[src/design/cvfs_pkg.sv]
// Shared types, codes and limits for the command validate / fence sequencer.
// No dependencies; every other design file imports this package.
package cvfs_pkg;

  localparam int ENGINE_COUNT   = 2;
  localparam int ENG_W          = 1;
  localparam int COPY_WORDS_MAX = 16;
  localparam logic [31:0] COPY_BYTES_MAX = 32'(COPY_WORDS_MAX * 4);
  localparam logic [31:0] DWORD_BYTES    = 32'd4;

  // command codes
  localparam logic CMD_SUBMIT  = 1'b0;
  localparam logic CMD_RECOVER = 1'b1;

  // opcodes
  localparam logic [1:0] OP_COPY  = 2'd0;
  localparam logic [1:0] OP_WRITE = 2'd1;

  // buffer status codes
  localparam logic [1:0] BUF_ABSENT   = 2'd0;
  localparam logic [1:0] BUF_UNPLACED = 2'd1;
  localparam logic [1:0] BUF_UNMAPPED = 2'd2;
  localparam logic [1:0] BUF_MAPPED   = 2'd3;

  // result status codes
  localparam logic [2:0] ST_DONE       = 3'd0;
  localparam logic [2:0] ST_DISABLED   = 3'd1;
  localparam logic [2:0] ST_INVALID    = 3'd2;
  localparam logic [2:0] ST_FAULTED    = 3'd3;
  localparam logic [2:0] ST_EXEC_FAULT = 3'd4;

  typedef struct packed {
    logic        cmd;
    logic [1:0]  engine;
    logic [1:0]  opcode;
    logic [1:0]  src_status;
    logic [1:0]  dst_status;
    logic [31:0] length_bytes;
    logic [63:0] src_off;
    logic [63:0] dst_off;
    logic [63:0] src_buffer_bytes;
    logic [63:0] dst_buffer_bytes;
  } in_item_t;

  typedef struct packed {
    logic [2:0]  status;
    logic [63:0] sequence_res;
    logic [63:0] last_done_seq;
    logic [31:0] submitted_count;
    logic [31:0] recovered_count;
    logic        engine_faulted;
  } out_item_t;

  // validation verdict handed from the checker to the engine state
  typedef struct packed {
    logic eng_ok;
    logic sub_ok;
    logic mapped;
  } chk_t;

endpackage

[src/design/cvfs_in_if.sv]
// Command input channel: valid/ready plus one command item.
// Depends on cvfs_pkg.
interface cvfs_in_if import cvfs_pkg::*; ();
  logic     valid;
  logic     ready;
  in_item_t data;

  modport source (output valid, output data, input ready);
  modport sink (input valid, input data, output ready);
endinterface

[src/design/cvfs_out_if.sv]
// Result output channel: valid/ready plus one result item.
// Depends on cvfs_pkg.
interface cvfs_out_if import cvfs_pkg::*; ();
  logic      valid;
  logic      ready;
  out_item_t data;

  modport source (output valid, output data, input ready);
  modport sink (input valid, input data, output ready);
endinterface

[src/design/cvfs_cfg_if.sv]
// Configuration write channel: valid/ready plus the enable bit.
// Depends on cvfs_pkg only through the shared import convention.
interface cvfs_cfg_if import cvfs_pkg::*; ();
  logic valid;
  logic ready;
  logic data;

  modport source (output valid, output data, input ready);
  modport sink (input valid, input data, output ready);
endinterface

[src/design/cvfs_check.sv]
// Stateless validation of one command: engine range, opcode, buffer
// status, span checks with overflow guard, and mapping. Uses cvfs_pkg.
module cvfs_check import cvfs_pkg::*; (
  input  in_item_t item,
  output chk_t     chk
);

  logic [64:0] src_sum;
  logic [64:0] dst_sum;
  logic [64:0] wr_sum;
  logic        src_span_ok;
  logic        dst_span_ok;
  logic        wr_span_ok;
  logic        copy_ok;
  logic        write_ok;

  always_comb begin
    // carry out of the 65-bit sum is the overflow guard
    src_sum = {1'b0, item.src_off} + {33'd0, item.length_bytes};
    dst_sum = {1'b0, item.dst_off} + {33'd0, item.length_bytes};
    wr_sum  = {1'b0, item.dst_off} + {33'd0, DWORD_BYTES};

    src_span_ok = (item.length_bytes != 32'd0) && !src_sum[64] &&
                  (src_sum[63:0] <= item.src_buffer_bytes);
    dst_span_ok = (item.length_bytes != 32'd0) && !dst_sum[64] &&
                  (dst_sum[63:0] <= item.dst_buffer_bytes);
    wr_span_ok  = !wr_sum[64] && (wr_sum[63:0] <= item.dst_buffer_bytes);

    copy_ok  = (item.opcode == OP_COPY) &&
               (item.src_status >= BUF_UNMAPPED) &&
               (item.dst_status >= BUF_UNMAPPED) &&
               (item.length_bytes <= COPY_BYTES_MAX) &&
               src_span_ok && dst_span_ok;
    write_ok = (item.opcode == OP_WRITE) &&
               (item.dst_status >= BUF_UNMAPPED) &&
               (item.src_status == BUF_ABSENT) &&
               (item.length_bytes == DWORD_BYTES) &&
               (item.dst_off[1:0] == 2'd0) && wr_span_ok;

    chk.eng_ok = (int'(item.engine) < ENGINE_COUNT);
    if (item.engine[ENG_W-1:0] == 1'b0) begin
      chk.sub_ok = copy_ok;
      chk.mapped = (item.dst_status == BUF_MAPPED) && (item.src_status == BUF_MAPPED);
    end else begin
      chk.sub_ok = write_ok;
      chk.mapped = (item.dst_status == BUF_MAPPED);
    end
  end

endmodule

[src/design/cvfs_engine.sv]
// Per-engine sequence, completion, counter and fault state with the
// update rule for one command; the result is produced combinationally.
// Uses cvfs_pkg.
module cvfs_engine import cvfs_pkg::*; (
  input  logic      clk,
  input  logic      rst_n,
  input  logic      step,
  input  logic      enabled,
  input  in_item_t  item,
  input  chk_t      chk,
  output out_item_t res
);

  logic [63:0] next_seq_r [ENGINE_COUNT];
  logic [63:0] done_seq_r [ENGINE_COUNT];
  logic [31:0] acc_r      [ENGINE_COUNT];
  logic [31:0] rec_r      [ENGINE_COUNT];
  logic        fault_r    [ENGINE_COUNT];

  logic [ENG_W-1:0] e;
  logic [63:0]      next_seq_nxt;
  logic [63:0]      done_seq_nxt;
  logic [31:0]      acc_nxt;
  logic [31:0]      rec_nxt;
  logic             fault_nxt;
  logic [63:0]      seq;
  logic [2:0]       status;
  logic             upd;

  assign e = item.engine[ENG_W-1:0];

  always_comb begin
    next_seq_nxt = next_seq_r[e];
    done_seq_nxt = done_seq_r[e];
    acc_nxt      = acc_r[e];
    rec_nxt      = rec_r[e];
    fault_nxt    = fault_r[e];
    seq          = 64'd0;
    status       = ST_INVALID;
    upd          = 1'b0;
    res          = '0;
    res.status   = ST_INVALID;
    if (chk.eng_ok) begin
      upd = step;
      priority if (item.cmd == CMD_RECOVER) begin
        // recover is not gated by the enable bit
        fault_nxt = 1'b0;
        rec_nxt   = rec_r[e] + 32'd1;
        status    = ST_DONE;
      end else if (!enabled) begin
        status = ST_DISABLED;
      end else if (!chk.sub_ok) begin
        status = ST_INVALID;
      end else if (fault_r[e]) begin
        status = ST_FAULTED;
      end else begin
        seq          = next_seq_r[e] + 64'd1;
        next_seq_nxt = seq;
        done_seq_nxt = seq;
        acc_nxt      = acc_r[e] + 32'd1;
        if (chk.mapped) begin
          status = ST_DONE;
        end else begin
          fault_nxt = 1'b1;
          status    = ST_EXEC_FAULT;
        end
      end
      res.status          = status;
      res.sequence_res    = seq;
      res.last_done_seq   = done_seq_nxt;
      res.submitted_count = acc_nxt;
      res.recovered_count = rec_nxt;
      res.engine_faulted  = fault_nxt;
    end
  end

  always_ff @(posedge clk) begin
    if (!rst_n) begin
      for (int i = 0; i < ENGINE_COUNT; i++) begin
        next_seq_r[i] <= 64'd0;
        done_seq_r[i] <= 64'd0;
        acc_r[i]      <= 32'd0;
        rec_r[i]      <= 32'd0;
        fault_r[i]    <= 1'b0;
      end
    end else if (upd) begin
      next_seq_r[e] <= next_seq_nxt;
      done_seq_r[e] <= done_seq_nxt;
      acc_r[e]      <= acc_nxt;
      rec_r[e]      <= rec_nxt;
      fault_r[e]    <= fault_nxt;
    end
  end

endmodule

[src/design/command_validate_fence_sequencer.sv]
// Top level of the command validate / fence sequencer: input register,
// checker, engine state and result register. Uses cvfs_pkg and the
// cvfs_in_if, cvfs_out_if and cvfs_cfg_if channel interfaces.
//
// Each command beat is validated and sequenced in a single pass: it is
// registered in the input register on acceptance, then checked and
// applied to its engine's state once the result register can take it,
// and the result is written into the result register with that state
// update. Throughput is one command per cycle while the result is not
// stalled. An input beat is taken while a result waits only if the
// input register is empty, and in_ch.ready drops only when both the
// input register and the result register are full and the result is
// stalled. Config writes are taken every cycle; the enable bit gates
// submits only, and recover does not depend on it.
module command_validate_fence_sequencer import cvfs_pkg::*; (
  input logic        clk,
  input logic        rst_n,
  cvfs_in_if.sink    in_ch,
  cvfs_out_if.source out_ch,
  cvfs_cfg_if.sink   cfg_ch
);

  in_item_t  s1_r;
  logic      s1_valid_r;
  logic      s1_valid_nxt;
  out_item_t out_r;
  logic      out_valid_r;
  logic      out_valid_nxt;
  logic      enabled_r;
  logic      adv;
  logic      step;
  logic      in_acc;
  chk_t      chk;
  out_item_t res;

  assign adv    = !out_valid_r || out_ch.ready;
  assign step   = s1_valid_r && adv;
  assign in_acc = in_ch.valid && in_ch.ready;

  assign in_ch.ready  = !s1_valid_r || adv;
  assign cfg_ch.ready = 1'b1;
  assign out_ch.valid = out_valid_r;
  assign out_ch.data  = out_r;

  cvfs_check u_check (
    .item (s1_r),
    .chk  (chk)
  );

  cvfs_engine u_engine (
    .clk     (clk),
    .rst_n   (rst_n),
    .step    (step),
    .enabled (enabled_r),
    .item    (s1_r),
    .chk     (chk),
    .res     (res)
  );

  always_comb begin
    s1_valid_nxt = in_acc ? 1'b1 : (step ? 1'b0 : s1_valid_r);
    out_valid_nxt = step ? 1'b1 : (out_ch.ready ? 1'b0 : out_valid_r);
  end

  always_ff @(posedge clk) begin
    if (!rst_n) begin
      s1_valid_r  <= 1'b0;
      out_valid_r <= 1'b0;
      enabled_r   <= 1'b0;
    end else begin
      s1_valid_r  <= s1_valid_nxt;
      out_valid_r <= out_valid_nxt;
      if (cfg_ch.valid && cfg_ch.ready) begin
        enabled_r <= cfg_ch.data;
      end
    end
  end

  always_ff @(posedge clk) begin
    if (in_acc) begin
      s1_r <= in_ch.data;
    end
    if (step) begin
      out_r <= res;
    end
  end

  // an execution fault always leaves the engine faulted
  a_exec_fault_flag: assert property (@(posedge clk) disable iff (!rst_n)
    out_valid_r && (out_r.status == ST_EXEC_FAULT) |-> out_r.engine_faulted)
    else $error("execution fault reported without fault flag");

  // a faulted rejection takes no sequence and keeps the fault
  a_faulted_reject: assert property (@(posedge clk) disable iff (!rst_n)
    out_valid_r && (out_r.status == ST_FAULTED) |->
      out_r.engine_faulted && (out_r.sequence_res == 64'd0))
    else $error("faulted rejection consumed a sequence or lost the fault");

  // input backpressure only when both stages are full and output stalls
  a_ready_stall: assert property (@(posedge clk) disable iff (!rst_n)
    !in_ch.ready |-> s1_valid_r && out_valid_r && !out_ch.ready)
    else $error("input stalled without a full pipeline");

endmodule
[src/flat_wrapper.sv]
// flat-port wrapper written by rule: the top's interface ports become plain ports
module command_validate_fence_sequencer_flat import cvfs_pkg::*;
  (clk, rst_n, in_ch_valid, in_ch_data, in_ch_ready, out_ch_valid, out_ch_data, out_ch_ready, cfg_ch_valid, cfg_ch_data, cfg_ch_ready);
  cvfs_in_if in_ch_i ();
  cvfs_out_if out_ch_i ();
  cvfs_cfg_if cfg_ch_i ();
  input logic clk;
  input logic rst_n;
  input wire logic [$bits(in_ch_i.valid)-1:0] in_ch_valid;
  input wire logic [$bits(in_ch_i.data)-1:0] in_ch_data;
  output wire logic [$bits(in_ch_i.ready)-1:0] in_ch_ready;
  output wire logic [$bits(out_ch_i.valid)-1:0] out_ch_valid;
  output wire logic [$bits(out_ch_i.data)-1:0] out_ch_data;
  input wire logic [$bits(out_ch_i.ready)-1:0] out_ch_ready;
  input wire logic [$bits(cfg_ch_i.valid)-1:0] cfg_ch_valid;
  input wire logic [$bits(cfg_ch_i.data)-1:0] cfg_ch_data;
  output wire logic [$bits(cfg_ch_i.ready)-1:0] cfg_ch_ready;
  assign in_ch_i.valid = in_ch_valid;
  assign in_ch_i.data = in_ch_data;
  assign in_ch_ready = in_ch_i.ready;
  assign out_ch_valid = out_ch_i.valid;
  assign out_ch_data = out_ch_i.data;
  assign out_ch_i.ready = out_ch_ready;
  assign cfg_ch_i.valid = cfg_ch_valid;
  assign cfg_ch_i.data = cfg_ch_data;
  assign cfg_ch_ready = cfg_ch_i.ready;
  command_validate_fence_sequencer u_core (.clk(clk), .rst_n(rst_n), .in_ch(in_ch_i), .out_ch(out_ch_i), .cfg_ch(cfg_ch_i));
endmodule
[config.mk]
export PLATFORM = sky130hd
export DESIGN_NAME = command_validate_fence_sequencer_flat
export DESIGN_NICKNAME = d
export VERILOG_FILES = /design/src/design/cvfs_pkg.sv /design/src/design/cvfs_in_if.sv /design/src/design/cvfs_out_if.sv /design/src/design/cvfs_cfg_if.sv /design/src/design/cvfs_check.sv /design/src/design/cvfs_engine.sv /design/src/design/command_validate_fence_sequencer.sv /design/src/flat_wrapper.sv
export SDC_FILE = /design/constraint.sdc
export NUM_CORES = 2
export LEC_CHECK = 0
export ABC_AREA = 1
export BUFFER_PORTS_ARGS = -buffer_cell sky130_fd_sc_hd__buf_2
export CORE_MARGIN = 2
export CORE_UTILIZATION = 30
export CTS_BUF_LIST = sky130_fd_sc_hd__clkbuf_16
export DETAILED_ROUTE_END_ITERATION = 6
export PLACE_DENSITY = 0.44
export SYNTH_ARGS = -nofsm -noshare
export SYNTH_HDL_FRONTEND = slang
export SYNTH_SLANG_ARGS = --single-unit
[constraint.sdc]
create_clock -name clk -period 32.9 [get_ports clk]
set_input_delay 3.29 -clock clk [delete_from_list [all_inputs] [get_ports clk]]
set_output_delay 3.29 -clock clk [all_outputs]
set_load 0.01 [all_outputs]
==> impl_metrics.toml <==
[sta]
slew_violations = 0
worst_slack_ns = 24.45
clock_skew_ns = 0.0414
hold_viol_final = 0
fin_crit_ns = 8.45
relSlewSlack_pct = 24.1
worst_pin_slew_ns = 1.13
fmax_mhz = 118
min_period_over_period_pct = 25.7
setup_tns_ns = 0
rsz0062_at_grt = "no"
setup_violations = 0

[cells_and_area]
register_area_um2 = 26500
utilization_pct = 35.2
area_growth_pct = 16.7
design_area_um2 = 58700
drive_gt1_share_pct = 16.5
multi_input_area_um2 = 20200
num-nets-final = 6419
n_fill_cell = 17300

[global_route]
antenna_found_initial = 21
grt_usage_pct = 19.8
met3_usage_pct = 2.73
grt_pass1_wl_mm = 251
top_usage_layer = "met2"
grt_pass1_vias = 38300
use_met1_pct = 26.4
use_met2_pct = 32.0
grt_max_degree = 147
grt_overflow = 0

[critical_path]
r2r-end = "u_core.u_engine.next_seq_r[1][39]$_SDFFCE_PN0P_"
crit_path_end_kind = "flop"
start_kind = "flop"
critical_path.max_stage_delay_ns = 0.58
regToRegSetupSlack_ns = 24.45
cp.arrival_ns = 8.90
r2r_start = "u_core.s1_r[194]$_DFFE_PP_"
critical_path_class = "reg -> reg"
cpMaxStageDelayCell = "buf_4"
crit_fanout = 76
r2r_cells = 28
required_ns = 33.35

[hold_path]
hp-class = "reg -> reg"
min_from = "u_core.u_engine.fault_r[1]$_DFF_P_"
hold_depth = 2
hold-path-endpoint = "u_core.u_engine.fault_r[1]$_DFF_P_"

[routing]
drc = 0
dr_total_vias = 38700
routedWlPerCell_um = 21.1
drtAntennaViolNets = 0
viasPerCell = 4.74
drtIter0Drc = 2444
wirelength_mm = 172
dr.pass1.iters = 6

[logic_synthesis]
syn_nets = 5919
synth_top_area_share_pct = 52.3
synth_warnings = 0
synth.area.top_cells = "edfxtp_1 52%, ha_1 6.5%, nand2_1 6.4%"
synth-edff-count = 877
yosysTopAreaCell = "edfxtp_1"
syn_area_um2 = 50300
async_flop_share_pct = 0
avgSynthCellArea_um2 = 9.40
synth_common_cells = "877 x edfxtp_1, 859 x nand2_1, 777 x inv_1"
synth.distinct_cells = 64
netlist_instances = 5354
synth_top_flop_cell = "edfxtp_1"
yosysMostFrequentCell = "edfxtp_1"
yosysSeqAreaShare_pct = 52.6
synth_seq_cells = 883

[clock_tree]
cts_buffer_depth = 3
numCtsBuffers = 106
htreeDepth = 3
cts_resized = 0
cts_tree = "done"
cts_sinks = 883
postCtsHoldBufs = 0
cts_root_buf = "clkbuf_16"
clk_pin_slew_ns = 0.06
postCtsSetupRepairBufs = 0
clock_latency_ns = 0.75

[job]
cap_violations = 0

[die]
dieHeight_um = 414
die_w_um = 414
rows = 150
die-area_um2 = 171000
coreArea_um2 = 167000
start_util_pct = 30.2
ios = 502

[placed_design]
routabilityCongestion = 0.945
io_buffers = 500
preCtsSetupSlack_ns = 24.38
dp_hpwl_mm = 128
placed_area_um2 = 55200

[power_and_ir_drop]
cellLeakagePower_nw = 24.7
power-per-cell-area_nw_per_um2 = 50.4
ir_drop_mv = 0.0381
totalPowerFinal_mw = 2.96

[outcome]
status = "complete, no violations"
-- metrics by stage --
step | cells | hold slack, ns
floorplan | 5354 | 0.445
global placement | 7950 | 0.460
detailed placement | 7950 | 0.476
CTS | 8145 | 0.485
global route | 8158 | 0.510
finish | 8163 | 0.484
-- registers in the layout, summed over array words and instances (netlist names), named ones only --
| signal | flops |
|---|---|
| u_core.s1_r | 297 |
| u_core.out_ch.data | 196 |
| u_core.u_engine.done_seq_r | 128 |
| u_core.u_engine.next_seq_r | 128 |
| u_core.u_engine.acc_r | 64 |
| u_core.u_engine.rec_r | 64 |
| u_core.u_engine.fault_r | 2 |
| u_core.enabled_r | 1 |
| u_core.out_ch.valid | 1 |
| u_core.s1_valid_r | 1 |
-- per-layer routing --
layer	wire length, um	vias to the layer above
li1	-	19100
met1	77200	18500
met2	79700	928
met3	7630	228
met4	7670	4
met5	27	-
-- critical path, delay by kind of cell (launching register included) --
kind / cells / cell delay, ns
compound gates: 9 / 2.69
xor+xnor: 1 / 0.18
flops: 1 / 0.48
simple gates: 14 / 3.18
fa+ha+maj: 2 / 0.83
buf+inv: 2 / 0.64
-- cell families (layout without fill, tap and decap cells) --
kind of cell / Yosys count / after routing / synth area share [%]
AND/OR/NAND/NOR: 2196 / 2196 / 19.4
buffers and inverters: 935 / 1522 / 7.41
flip-flops: 883 / 883 / 52.6
AO/OA/AOI/OAI: 788 / 788 / 8.86
adder cells (fa/ha/maj): 262 / 262 / 6.54
XOR/XNOR: 219 / 219 / 3.81
multiplexers: 70 / 70 / 1.39
other: 1 / 19 / 0.00745
-- worst max path at each step --
| stage | cells past startpoint | to | slack, ns | startpoint |
|---|---|---|---|---|
| after CTS | 30 | u_core.u_engine.next_seq_r[0][36]$_SDFFCE_PN0P_ | 24.37 | u_core.s1_r[192]$_DFFE_PP_ |
| after global routing | 32 | u_core.u_engine.done_seq_r[0][25]$_SDFFCE_PN0P_ | 23.87 | u_core.s1_r[194]$_DFFE_PP_ |
| after floorplan | 8 | u_core.u_engine.acc_r[0][0]$_SDFFCE_PN0P_ | 13.82 | out_ch_ready |
| final | 28 | u_core.u_engine.next_seq_r[1][39]$_SDFFCE_PN0P_ | 24.45 | u_core.s1_r[194]$_DFFE_PP_ |
| after detailed placement | 30 | u_core.u_engine.next_seq_r[0][36]$_SDFFCE_PN0P_ | 24.38 | u_core.s1_r[192]$_DFFE_PP_ |
| after global placement | 30 | u_core.u_engine.next_seq_r[0][36]$_SDFFCE_PN0P_ | 24.34 | u_core.s1_r[192]$_DFFE_PP_ |
-- placed cells by master, fill, tap and decap left out, types with 29 or more instances in the layout --
master	count
a21oi_1	400
a21oi_2	44
a31o_2	32
buf_2	500
buf_4	29
clkbuf_16	106
edfxtp_1	877
ha_1	260
inv_1	785
mux2i_1	70
nand2_1	856
nand3_1	165
nand4_1	93
nor2_1	717
nor2_4	30
nor3_1	111
nor4_1	41
o21ai_0	190
or2_2	82
xnor2_1	41
xor2_1	178
-- where the power goes --
part / internal (mW) / leakage [nW] / switching, mW
logic: 0.140 / 14.2 / 0.287
clock network: 0.691 / 1.76 / 0.511
registers: 1.30 / 8.78 / 0.0326
-- final cells by class --
type | instances | area share (%)
diodes | 18 | 0.0767
clock buffers | 106 | 4.52
clock inverters | 89 | 1.47
inverters | 796 | 5.13
multi-input cells | 3536 | 34.4
flip-flops and latches | 883 | 45.0
well taps | 2204 | 4.69
repair buffers | 531 | 4.70
No activity file was read; power rests on OpenSTA's default activity.
